[config.mk]
export PLATFORM = sky130hd
export DESIGN_NAME = held_key_list_to_matrix
export DESIGN_NICKNAME = d
export VERILOG_FILES = /design/src/rtl/hklm_pkg.sv /design/src/rtl/hklm_ram.sv /design/src/rtl/held_key_list_to_matrix.sv
export SDC_FILE = /design/constraint.sdc
export NUM_CORES = 2
export LEC_CHECK = 0
export BUFFER_PORTS_ARGS = -buffer_cell sky130_fd_sc_hd__buf_2
export CORE_UTILIZATION = 33
export CTS_CLUSTER_SIZE = 28
export DETAILED_ROUTE_END_ITERATION = 8
export PLACE_DENSITY = 0.58
export SLEW_MARGIN = 30
export SYNTH_ARGS = -nofsm -noshare
export SYNTH_HDL_FRONTEND = slang
export SYNTH_SLANG_ARGS = --single-unit
[constraint.sdc]
create_clock -name i_clk -period 3.8 [get_ports i_clk]
set_clock_uncertainty 0.05 [all_clocks]
set_input_delay 0.76 -clock i_clk [delete_from_list [all_inputs] [get_ports i_clk]]
set_output_delay 0.76 -clock i_clk [all_outputs]
set_load 0.02 [all_outputs]
[src/rtl/hklm_pkg.sv]
// hklm_pkg: shared types, constants and matrix update functions
// for the held key list to matrix block; no dependencies
`default_nettype none

package hklm_pkg;

    localparam int LIST_DEPTH_DEF = 64;

    localparam int SYM_W    = 16;
    localparam int CODE_W   = 8;
    localparam int ENTRY_W  = SYM_W + CODE_W;
    localparam int MATRIX_W = 64;
    localparam int COUNT_W  = 7;

    localparam int SHIFT_BIT   = 56;
    localparam int CODE_SH_BIT = 6;
    localparam int CODE_NK_BIT = 7;

    typedef enum logic [1:0] {
        OP_PRESS   = 2'd0,
        OP_RELEASE = 2'd1,
        OP_CLEAR   = 2'd2,
        OP_NOP     = 2'd3
    } t_op;

    typedef enum logic [1:0] {
        S_IDLE,
        S_SEARCH,
        S_SHIFT,
        S_OUT
    } t_state;

    function automatic logic [MATRIX_W-1:0] apply_press(
        input logic [MATRIX_W-1:0] matrix,
        input logic [CODE_W-1:0]   code
    );
        logic [MATRIX_W-1:0] m;
        m = matrix;
        if (!code[CODE_NK_BIT]) begin
            m[code[5:0]]  = 1'b1;
            m[SHIFT_BIT]  = code[CODE_SH_BIT];
        end
        return m;
    endfunction

    function automatic logic [MATRIX_W-1:0] apply_release(
        input logic [MATRIX_W-1:0] matrix,
        input logic [CODE_W-1:0]   code
    );
        logic [MATRIX_W-1:0] m;
        m = matrix;
        if (!code[CODE_NK_BIT]) begin
            m[code[5:0]] = 1'b0;
            if (code[CODE_SH_BIT]) begin
                m[SHIFT_BIT] = 1'b0;
            end
        end
        return m;
    endfunction

endpackage

`default_nettype wire

[src/rtl/hklm_ram.sv]
// hklm_ram: generic single write port ram with one registered read port
// no dependencies
`default_nettype none

module hklm_ram #(
    parameter int WIDTH = 24,
    parameter int DEPTH = 64
) (
    input  wire logic                     i_clk,
    input  wire logic                     i_we,
    input  wire logic [$clog2(DEPTH)-1:0] i_waddr,
    input  wire logic [WIDTH-1:0]         i_wdata,
    input  wire logic [$clog2(DEPTH)-1:0] i_raddr,
    output logic      [WIDTH-1:0]         o_rdata
);

    logic [WIDTH-1:0] r_mem [DEPTH];
    logic [WIDTH-1:0] r_rdata;

    always_ff @(posedge i_clk) begin
        if (i_we) begin
            r_mem[i_waddr] <= i_wdata;
        end
        r_rdata <= r_mem[i_raddr];
    end

    assign o_rdata = r_rdata;

endmodule

`default_nettype wire

[src/rtl/held_key_list_to_matrix.sv]
// held_key_list_to_matrix: held key list in ram with a sequencer for search
// and compaction, plus the 64-bit key matrix; uses hklm_pkg and hklm_ram
//
// usage:
//   input transaction (i_valid / o_stall): operation, host symbol, key
//   position, shifted and no-key flag. o_stall is high from acceptance
//   until the result transaction has been taken.
//   output transaction (o_valid / i_stall): matrix, held count, list full.
//   exactly one result per input transaction.
// sequence:
//   clear and unused operation: straight from idle to the result.
//   press: a linear search over the held list, one entry per cycle through
//   the registered ram read port.
//   release: search up to the match, then compaction moves every later
//   entry down one place, one per cycle through the same port.
//   the next item is accepted the cycle after the result is taken.
// reset: list empty, matrix all released; the ram needs no clearing.
// stall: the result stays on the outputs unchanged until taken.
`default_nettype none

module held_key_list_to_matrix #(
    parameter int LIST_DEPTH = hklm_pkg::LIST_DEPTH_DEF
) (
    input  wire logic                           i_clk,
    input  wire logic                           i_rst_n,
    input  wire logic                           i_valid,
    output logic                                o_stall,
    input  wire logic [1:0]                     i_operation,
    input  wire logic [hklm_pkg::SYM_W-1:0]     i_host_symbol,
    input  wire logic [5:0]                     i_key_position,
    input  wire logic                           i_shifted,
    input  wire logic                           i_no_key,
    output logic                                o_valid,
    input  wire logic                           i_stall,
    output logic      [hklm_pkg::MATRIX_W-1:0]  o_matrix,
    output logic      [hklm_pkg::COUNT_W-1:0]   o_held_count,
    output logic                                o_list_full
);

    import hklm_pkg::*;

    localparam int AW = $clog2(LIST_DEPTH);
    localparam int CW = $clog2(LIST_DEPTH + 1);

    t_state              r_state, n_state;
    t_op                 r_op, n_op;
    logic [SYM_W-1:0]    r_sym, n_sym;
    logic [CODE_W-1:0]   r_code, n_code;
    logic [CW-1:0]       r_idx, n_idx;
    logic [AW-1:0]       r_cmp_idx, n_cmp_idx;
    logic                r_pend, n_pend;
    logic [CW-1:0]       r_total, n_total;
    logic [MATRIX_W-1:0] r_matrix, n_matrix;
    logic                r_full, n_full;

    logic                ram_we;
    logic [AW-1:0]       ram_waddr;
    logic [ENTRY_W-1:0]  ram_wdata;
    logic [ENTRY_W-1:0]  ram_rdata;
    logic [CODE_W-1:0]   in_code;
    logic                hit;
    logic                more;

    hklm_ram #(
        .WIDTH(ENTRY_W),
        .DEPTH(LIST_DEPTH)
    ) u_list (
        .i_clk   (i_clk),
        .i_we    (ram_we),
        .i_waddr (ram_waddr),
        .i_wdata (ram_wdata),
        .i_raddr (r_idx[AW-1:0]),
        .o_rdata (ram_rdata)
    );

    assign in_code = i_no_key ? CODE_W'(1 << CODE_NK_BIT)
                              : {1'b0, i_shifted, i_key_position};
    assign hit  = r_pend && (ram_rdata[ENTRY_W-1 -: SYM_W] == r_sym);
    assign more = (r_idx < r_total);

    always_ff @(posedge i_clk) begin
        if (!i_rst_n) begin
            r_state  <= S_IDLE;
            r_pend   <= 1'b0;
            r_total  <= '0;
            r_matrix <= '0;
            r_full   <= 1'b0;
        end else begin
            r_state  <= n_state;
            r_pend   <= n_pend;
            r_total  <= n_total;
            r_matrix <= n_matrix;
            r_full   <= n_full;
        end
        r_op      <= n_op;
        r_sym     <= n_sym;
        r_code    <= n_code;
        r_idx     <= n_idx;
        r_cmp_idx <= n_cmp_idx;
    end

    always_comb begin
        n_state   = r_state;
        n_op      = r_op;
        n_sym     = r_sym;
        n_code    = r_code;
        n_idx     = r_idx;
        n_cmp_idx = r_cmp_idx;
        n_pend    = r_pend;
        n_total   = r_total;
        n_matrix  = r_matrix;
        n_full    = r_full;
        ram_we    = 1'b0;
        ram_waddr = r_total[AW-1:0];
        ram_wdata = {r_sym, r_code};

        unique case (r_state)
            S_IDLE: begin
                if (i_valid) begin
                    n_op   = t_op'(i_operation);
                    n_sym  = i_host_symbol;
                    n_code = in_code;
                    n_idx  = '0;
                    n_pend = 1'b0;
                    n_full = 1'b0;
                    unique case (t_op'(i_operation))
                        OP_PRESS, OP_RELEASE: n_state = S_SEARCH;
                        OP_CLEAR: begin
                            n_matrix = '0;
                            n_state  = S_OUT;
                        end
                        OP_NOP: n_state = S_OUT;
                    endcase
                end
            end

            S_SEARCH: begin
                priority if (hit) begin
                    if (r_op == OP_PRESS) begin
                        n_matrix = apply_press(r_matrix, r_code);
                        n_state  = S_OUT;
                    end else begin
                        n_code  = ram_rdata[CODE_W-1:0];
                        n_idx   = CW'(r_cmp_idx) + 1'b1;
                        n_pend  = 1'b0;
                        n_state = S_SHIFT;
                    end
                end else if (more) begin
                    n_cmp_idx = r_idx[AW-1:0];
                    n_idx     = r_idx + 1'b1;
                    n_pend    = 1'b1;
                end else begin
                    n_pend = 1'b0;
                    if (r_op == OP_PRESS) begin
                        if (r_total < CW'(LIST_DEPTH)) begin
                            ram_we  = 1'b1;
                            n_total = r_total + 1'b1;
                        end else begin
                            n_full = 1'b1;
                        end
                        n_matrix = apply_press(r_matrix, r_code);
                    end
                    n_state = S_OUT;
                end
            end

            S_SHIFT: begin
                if (r_pend) begin
                    ram_we    = 1'b1;
                    ram_waddr = r_cmp_idx - 1'b1;
                    ram_wdata = ram_rdata;
                end
                priority if (more) begin
                    n_cmp_idx = r_idx[AW-1:0];
                    n_idx     = r_idx + 1'b1;
                    n_pend    = 1'b1;
                end else if (r_pend) begin
                    n_pend = 1'b0;
                end else begin
                    n_total  = r_total - 1'b1;
                    n_matrix = apply_release(r_matrix, r_code);
                    n_state  = S_OUT;
                end
            end

            S_OUT: begin
                if (!i_stall) begin
                    n_state = S_IDLE;
                end
            end
        endcase
    end

    assign o_stall      = (r_state != S_IDLE);
    assign o_valid      = (r_state == S_OUT);
    assign o_matrix     = r_matrix;
    assign o_held_count = COUNT_W'(r_total);
    assign o_list_full  = r_full;

endmodule

`default_nettype wire

Word level (Yosys, flattened, before mapping)
Memories as Yosys holds them, arrays and structs flattened. A register that Yosys moved wholly into a read port is not among the register bits.
Index checks and enable logic that the tools add are counted.
{"block": "word_totals", "regBits": 114, "latchBits": 0, "ramBits": 1536, "romBits": 0, "inputBits": 30, "out_inout_bits": 74, "elab_cells": 128, "mem_count": 1}
{"name": "u_list.r_mem", "words": 64, "width": 24, "rd": 1, "rd_clocked_by_memory_dff": 1, "wr": 1, "line": "hklm_ram.sv:17", "source": "logic [WIDTH-1:0] r_mem [DEPTH];"}
{"block": "op_classes", "n_addsub": 5, "n_mul": 0, "n_div": 0, "order_cmp": 4, "eq_ne": 22, "n_shift": 0, "n_mux": 64, "bitwise": 3, "reduce_logical": 19}
{"op": "64-bit 2-to-1 mux", "count": 9}
{"op": "64-bit one-hot mux with 3 select lines", "count": 1}
{"op": "7-bit 2-to-1 mux", "count": 10}
{"op": "64-bit AND", "count": 1}
{"op": "64-bit NOT", "count": 1}
{"op": "64-bit bitwise OR", "count": 1}
{"op": "24-bit 2-to-1 mux", "count": 2}
{"op": "8-bit 2-to-1 mux", "count": 4}
{"op": "6-bit 2-to-1 mux", "count": 4}
{"op": "2-bit inequality test (second input constant)", "count": 12}
{"op": "7-bit one-hot mux with 3 select lines", "count": 1}
{"op": "1-bit 2-to-1 mux", "count": 18}
{"op": "16-bit == test", "count": 1}
{"op": "8-bit one-hot mux with 2 select lines", "count": 1}
{"op": "7-bit by 1-bit adder with 7-bit output (second input constant)", "count": 2}
{"op": "7-bit one-hot mux with 2 select lines", "count": 1}
{"op": "7-bit AND reduction", "count": 2}
{"op": "2-bit 2-to-1 mux", "count": 6}
{"op": "6-bit one-hot mux with 2 select lines", "count": 1}
{"op": "2-bit == test (second input constant)", "count": 4}
{"op": "2-bit one-hot mux with 4 select lines", "count": 1}
{"op": "6-bit by 1-bit adder with 7-bit output (second input constant)", "count": 1}
{"op": "6-bit by 7-bit less-than comparator with 1-bit output (second input constant)", "count": 1}
{"op": "7-bit less-than comparator", "count": 1}
{"op": "other kinds (21)", "count": 31}

Longest topological paths before layout
{"block": "depth", "word_depth": 11, "mapped_depth": 10, "ltp_nobuf": 10}

Modules after synthesis
A second synthesis with hierarchy kept.
{"block": "unflattened", "cells_unflattened": 3246, "area_unflattened_um2": 65320.1}
{"module": "hklm_ram", "n_inst": 1, "cells_each": 2543, "area_each_um2": 59191.8, "seq_area_each_um2": 46604.7}
{"module": "held_key_list_to_matrix", "n_inst": 1, "cells_each": 703, "area_each_um2": 6128.4, "seq_area_each_um2": 2672.6}

Worst setup path after synthesis
No wires, ideal clock.
{"block": "synth_timing", "kind": "reg-to-reg", "start": "reg r_state[0]", "end": "mem u_list.r_mem[55][0], enable pin", "setup_ns": 0.435, "arrival_time_ns": 3.674, "t_required_ns": 3.315, "slack_ns": -0.359, "stages_incl_launch_ff": 10, "n_path_buf": 2, "period_less_slack_ns": 4.159, "path_cell_list": "dfxtp_1 inv_1 ha_1 and2_1 clkbuf_1 buf_1 nand2_1 o32ai_1 nand2_1 nor3_1"}
{"block": "synth_between", "elab_chain_len": 4, "elab_cells_between_ends": 6, "cone_classes": "eq/ne: 2; mux: 4"}
{"element": "start, declared", "line": "held_key_list_to_matrix.sv:45", "source": "t_state r_state, n_state;"}
{"element": "start signal, assigned", "line": "held_key_list_to_matrix.sv:89", "source": "r_state <= n_state;"}
{"element": "2-bit == test or 2-bit by 1-bit == test with 1-bit output (tied branches)", "line": "held_key_list_to_matrix.sv:117", "source": "unique case (r_state)"}
{"element": "1-bit one-hot mux with 2 select lines", "line": "held_key_list_to_matrix.sv:117"}
{"element": "1-bit 2-to-1 mux", "line": "hklm_ram.sv:21", "source": "if (i_we) begin"}
{"element": "1-bit 2-to-1 mux (implied by the code)", "line": "hklm_ram.sv:22", "source": "r_mem[i_waddr] <= i_wdata;"}
{"element": "end, declared", "line": "hklm_ram.sv:17"}
Parallel ways exist; a longest one is shown, timed or not.

Final worst setup path
{"block": "layout_timing", "start": "reg r_cmp_idx[1]", "end": "mem u_list.r_mem[9][1], enable pin"}
{"block": "layout_between", "elab_chain_len": 3}
{"element": "start, declared", "line": "held_key_list_to_matrix.sv:50", "source": "logic [AW-1:0] r_cmp_idx, n_cmp_idx;"}
{"element": "start signal, assigned", "line": "held_key_list_to_matrix.sv:99", "source": "r_cmp_idx <= n_cmp_idx;"}
{"element": "6-bit by 1-bit subtractor with 6-bit output", "line": "held_key_list_to_matrix.sv:170", "source": "ram_waddr = r_cmp_idx - 1'b1;"}
{"element": "6-bit 2-to-1 mux", "line": "held_key_list_to_matrix.sv:168", "source": "if (r_pend) begin"}
{"element": "6-bit 2-to-1 mux", "line": "held_key_list_to_matrix.sv:117"}
No other way between the ends.

==> results.sh <==
export IMPL_synth_area_sq_mm=0.06576
export IMPL_cp_cell_sequence="nor3_1, nor3b_1, xor2_1, o32ai_1, buf_4, nand2_1, buf_4, nor3_4, buf_12"
export IMPL_yosys_most_used_dff="edfxtp_1"
export IMPL_gp_congestion=0.8298
export IMPL_grt_pass1_vias=33806
export IMPL_grt_pass1_wl_mm=244.8
export IMPL_htreeDepth=4
export IMPL_timing_final_crit_share=0.9254
export IMPL_root_buffer="clkbuf_16"
export IMPL_core_area_sq_mm=0.1976
export IMPL_cts_sinks=1674
export IMPL_relSlewSlack=0.3170
export IMPL_place_inst=5927
export IMPL_grt_antenna_before_repair=6
export IMPL_synth_seq_area_share=0.7494
export IMPL_ys_ff_latch=1674
export IMPL_finalSetupViolCount=0
export IMPL_place_ws_ps=336.3
export IMPL_final_cells=6250
export IMPL_syn_inst=3187
export IMPL_num_vias=33519
export IMPL_drt_total_wl_mm=170.1
export IMPL_cts_buffers_inserted=172
export IMPL_dieArea_sq_mm=0.2010
export IMPL_syn_num_nets=3236
export IMPL_ir_drop_mv=0.7505
export IMPL_area_growth_pct=17.64
export IMPL_grt_start_max_net_pins=112
export IMPL_rows=163
export IMPL_crit_type="flip-flop to flip-flop"
export IMPL_fillers=17612
export IMPL_status="finished clean"
export IMPL_fin_hold_ws_ps=90.68
export IMPL_worst_pin_slew_ps=1021
export IMPL_drtPass1Iterations=6
export IMPL_clock_latency_ps=800
export IMPL_drc=0
export IMPL_rr_worst_depth=9
export IMPL_die_h_um=448.4
export IMPL_hold_violations=0
export IMPL_synth_edff_count=1575
export IMPL_path_max_fanout=13
export IMPL_hold_class="input port to flip-flop"
export IMPL_dieWidth_um=448.4
export IMPL_fmax_mhz=284.4
export IMPL_gr_total_overflow=0
export IMPL_post_cts_buffers=0
export IMPL_nets=3512
export IMPL_critPathRequiredTime_ps=4240
export IMPL_yosysUniqueCellTypes=66
export IMPL_fin_crit_ps=3517
export IMPL_post_dp_hpwl_mm=100.3
export IMPL_min_path_cells=1
export IMPL_layout_drive_gt1_share=0.3021
export IMPL_ys_warn_count=0
export IMPL_power_total_mw=54.68
export IMPL_ant_nets=0
export IMPL_cp_slowest_cell="nor3_4"
export IMPL_ys_async_sr_fraction=0
export IMPL_pwr_density_cell_mw_per_mm2=706.8
export IMPL_start_util=0.3327
export IMPL_cts_resized_gates=0
export IMPL_clk_pin_slew_worst_paths_ps=60
export IMPL_report_final_slew_viol_count=0
export IMPL_critPathLaunchType="flip-flop"
export IMPL_syn_area_per_cell_sq_um=20.63
export IMPL_io_buffers=103
export IMPL_endpoint_kind="flip-flop"
export IMPL_clockBufferDepth=3
export IMPL_cellLeakagePower_nw=24.20
export IMPL_grt_usage=0.1682
export IMPL_wl_per_cell_um=27.21
export IMPL_hold_buffers=0
export IMPL_cts_tree="done"
export IMPL_cpMostUsedCell="buf_4"
export IMPL_rsz0062_at_grt="no"
export IMPL_drtIter0Drc=3162
export IMPL_setup_slack_ps=283.3
export IMPL_arrival_ps=3960
export IMPL_maxCapViolCount=0
export IMPL_num_io_pins=104
export IMPL_avgViaCountPerCell=5.363
export IMPL_cp_slowest_stage_delay_ps=700
==> synth_stat cells, drive strengths merged, types with 8 or more instances <==
library cell	instances	area (sq um)
edfxtp	1575	47300
mux4	434	9774
nand2	132	495.5
clkbuf	116	435.4
dfxtp	99	1982
a21oi	97	485.5
buf	95	481.7
nor3	78	390.4
mux2i	72	720.7
nor4	64	400.4
o221a	63	709.4
a22oi	53	397.9
nor2b	31	193.9
a211oi	28	215.2
nor2	27	101.4
o21ai	26	130.1
xnor2	23	201.4
ha	18	225.2
inv	18	67.56
nand3	17	85.08
nand4	9	56.30
a31oi	8	50.05
o31ai	8	73.82
==> registers in the layout, indices dropped and copies added, names as in the netlist, 2 cells and up <==
name,cells
r_op,2
u_list.r_mem,1536
o_matrix,64
r_idx,7
r_code,8
o_held_count,7
u_list.o_rdata,24
r_cmp_idx,6
r_sym,16
r_state,2
==> cell type report <==
cell class / count / area, sq um / area share
antenna: 5 / 12.51 / 0.0001617
clock buffer: 207 / 4531 / 0.05857
clock inverter: 109 / 880.8 / 0.01139
inverter: 19 / 71.32 / 0.0009219
multi-input combinational: 1283 / 16100 / 0.2081
sequential: 1674 / 49280 / 0.6370
tap: 2640 / 3303 / 0.04270
timing repair buffer: 313 / 3182 / 0.04113
==> worst max-delay path, delay by kind of cell, from the launching register on <==
kind | cells | cell delay [ps]
buffers and inverters | 3 | 690
XOR/XNOR | 1 | 150
AO/OA/AOI/OAI | 1 | 320
AND/OR/NAND/NOR | 4 | 1540
flip-flops | 1 | 430
==> worst paths after layout <==
kind,from,slack [ps],to
hold reg to reg,o_matrix[34]$_SDFFE_PN0P_,460,o_matrix[34]$_SDFFE_PN0P_
setup / recovery,r_cmp_idx[1]$_DFFE_PP_,280,u_list.r_mem[9][1]$_DFFE_PP_
hold / removal,i_host_symbol[11],90,r_sym[11]$_DFFE_PP_
setup reg to reg,r_cmp_idx[1]$_DFFE_PP_,280,u_list.r_mem[9][1]$_DFFE_PP_
==> cells by family after synthesis <==
family / count (synthesis) / share of synthesized area
DFF: 1674 / 0.7494
muxes: 507 / 0.1598
buffers and inverters: 230 / 0.01503
AOI/OAI and AO/OA: 331 / 0.03788
adders and majority gates: 19 / 0.003730
and+or+nand+nor: 397 / 0.03031
xor gates and xnor gates: 29 / 0.003863
==> power by group <==
part	internal [mW]	total (mW)	switching (mW)	leakage (nW)
combinational	5.93	15.9	9.96	6.55
clock	9.25	16.3	7.07	2.64
sequential	22.0	22.5	0.431	15.0
total	37.2	54.7	17.5	24.2
==> metrics by stage <==
stage                 util  setup TNS [ps]  cell area, sq um
global placement    0.3635               0             71840
floorplan                -         -388370             65850
detailed placement  0.3637               0             71880
CTS                 0.3911               0             77290
global route        0.3914               0             77350
finish              0.3914               0             77360
==> per-layer routing <==
layer	global-route usage	vias to the layer above	routed length, um
li1	-	14007	-
met1	0.2370	17984	73470
met2	0.2697	1277	81310
met3	0.02695	245	11210
met4	0.04654	6	4055
met5	0	-	38
==> cell usage in the layout, fill, tap and decap left out, types with 53 or more instances in the layout <==
master     netlist  routed
buf_4           14     122
mux2i_1         72      72
buf_2           58     103
a21oi_1         97      97
nor4_1          64      64
dfxtp_1         99      99
edfxtp_1      1575    1575
clkbuf_16        0     176
mux4_2         434     434
buf_12           0      84
o221a_1         63      63
clkinv_1         1      57
nand2_1        132     108
a22oi_1         53      53
Power figures use the tool's default switching activity.
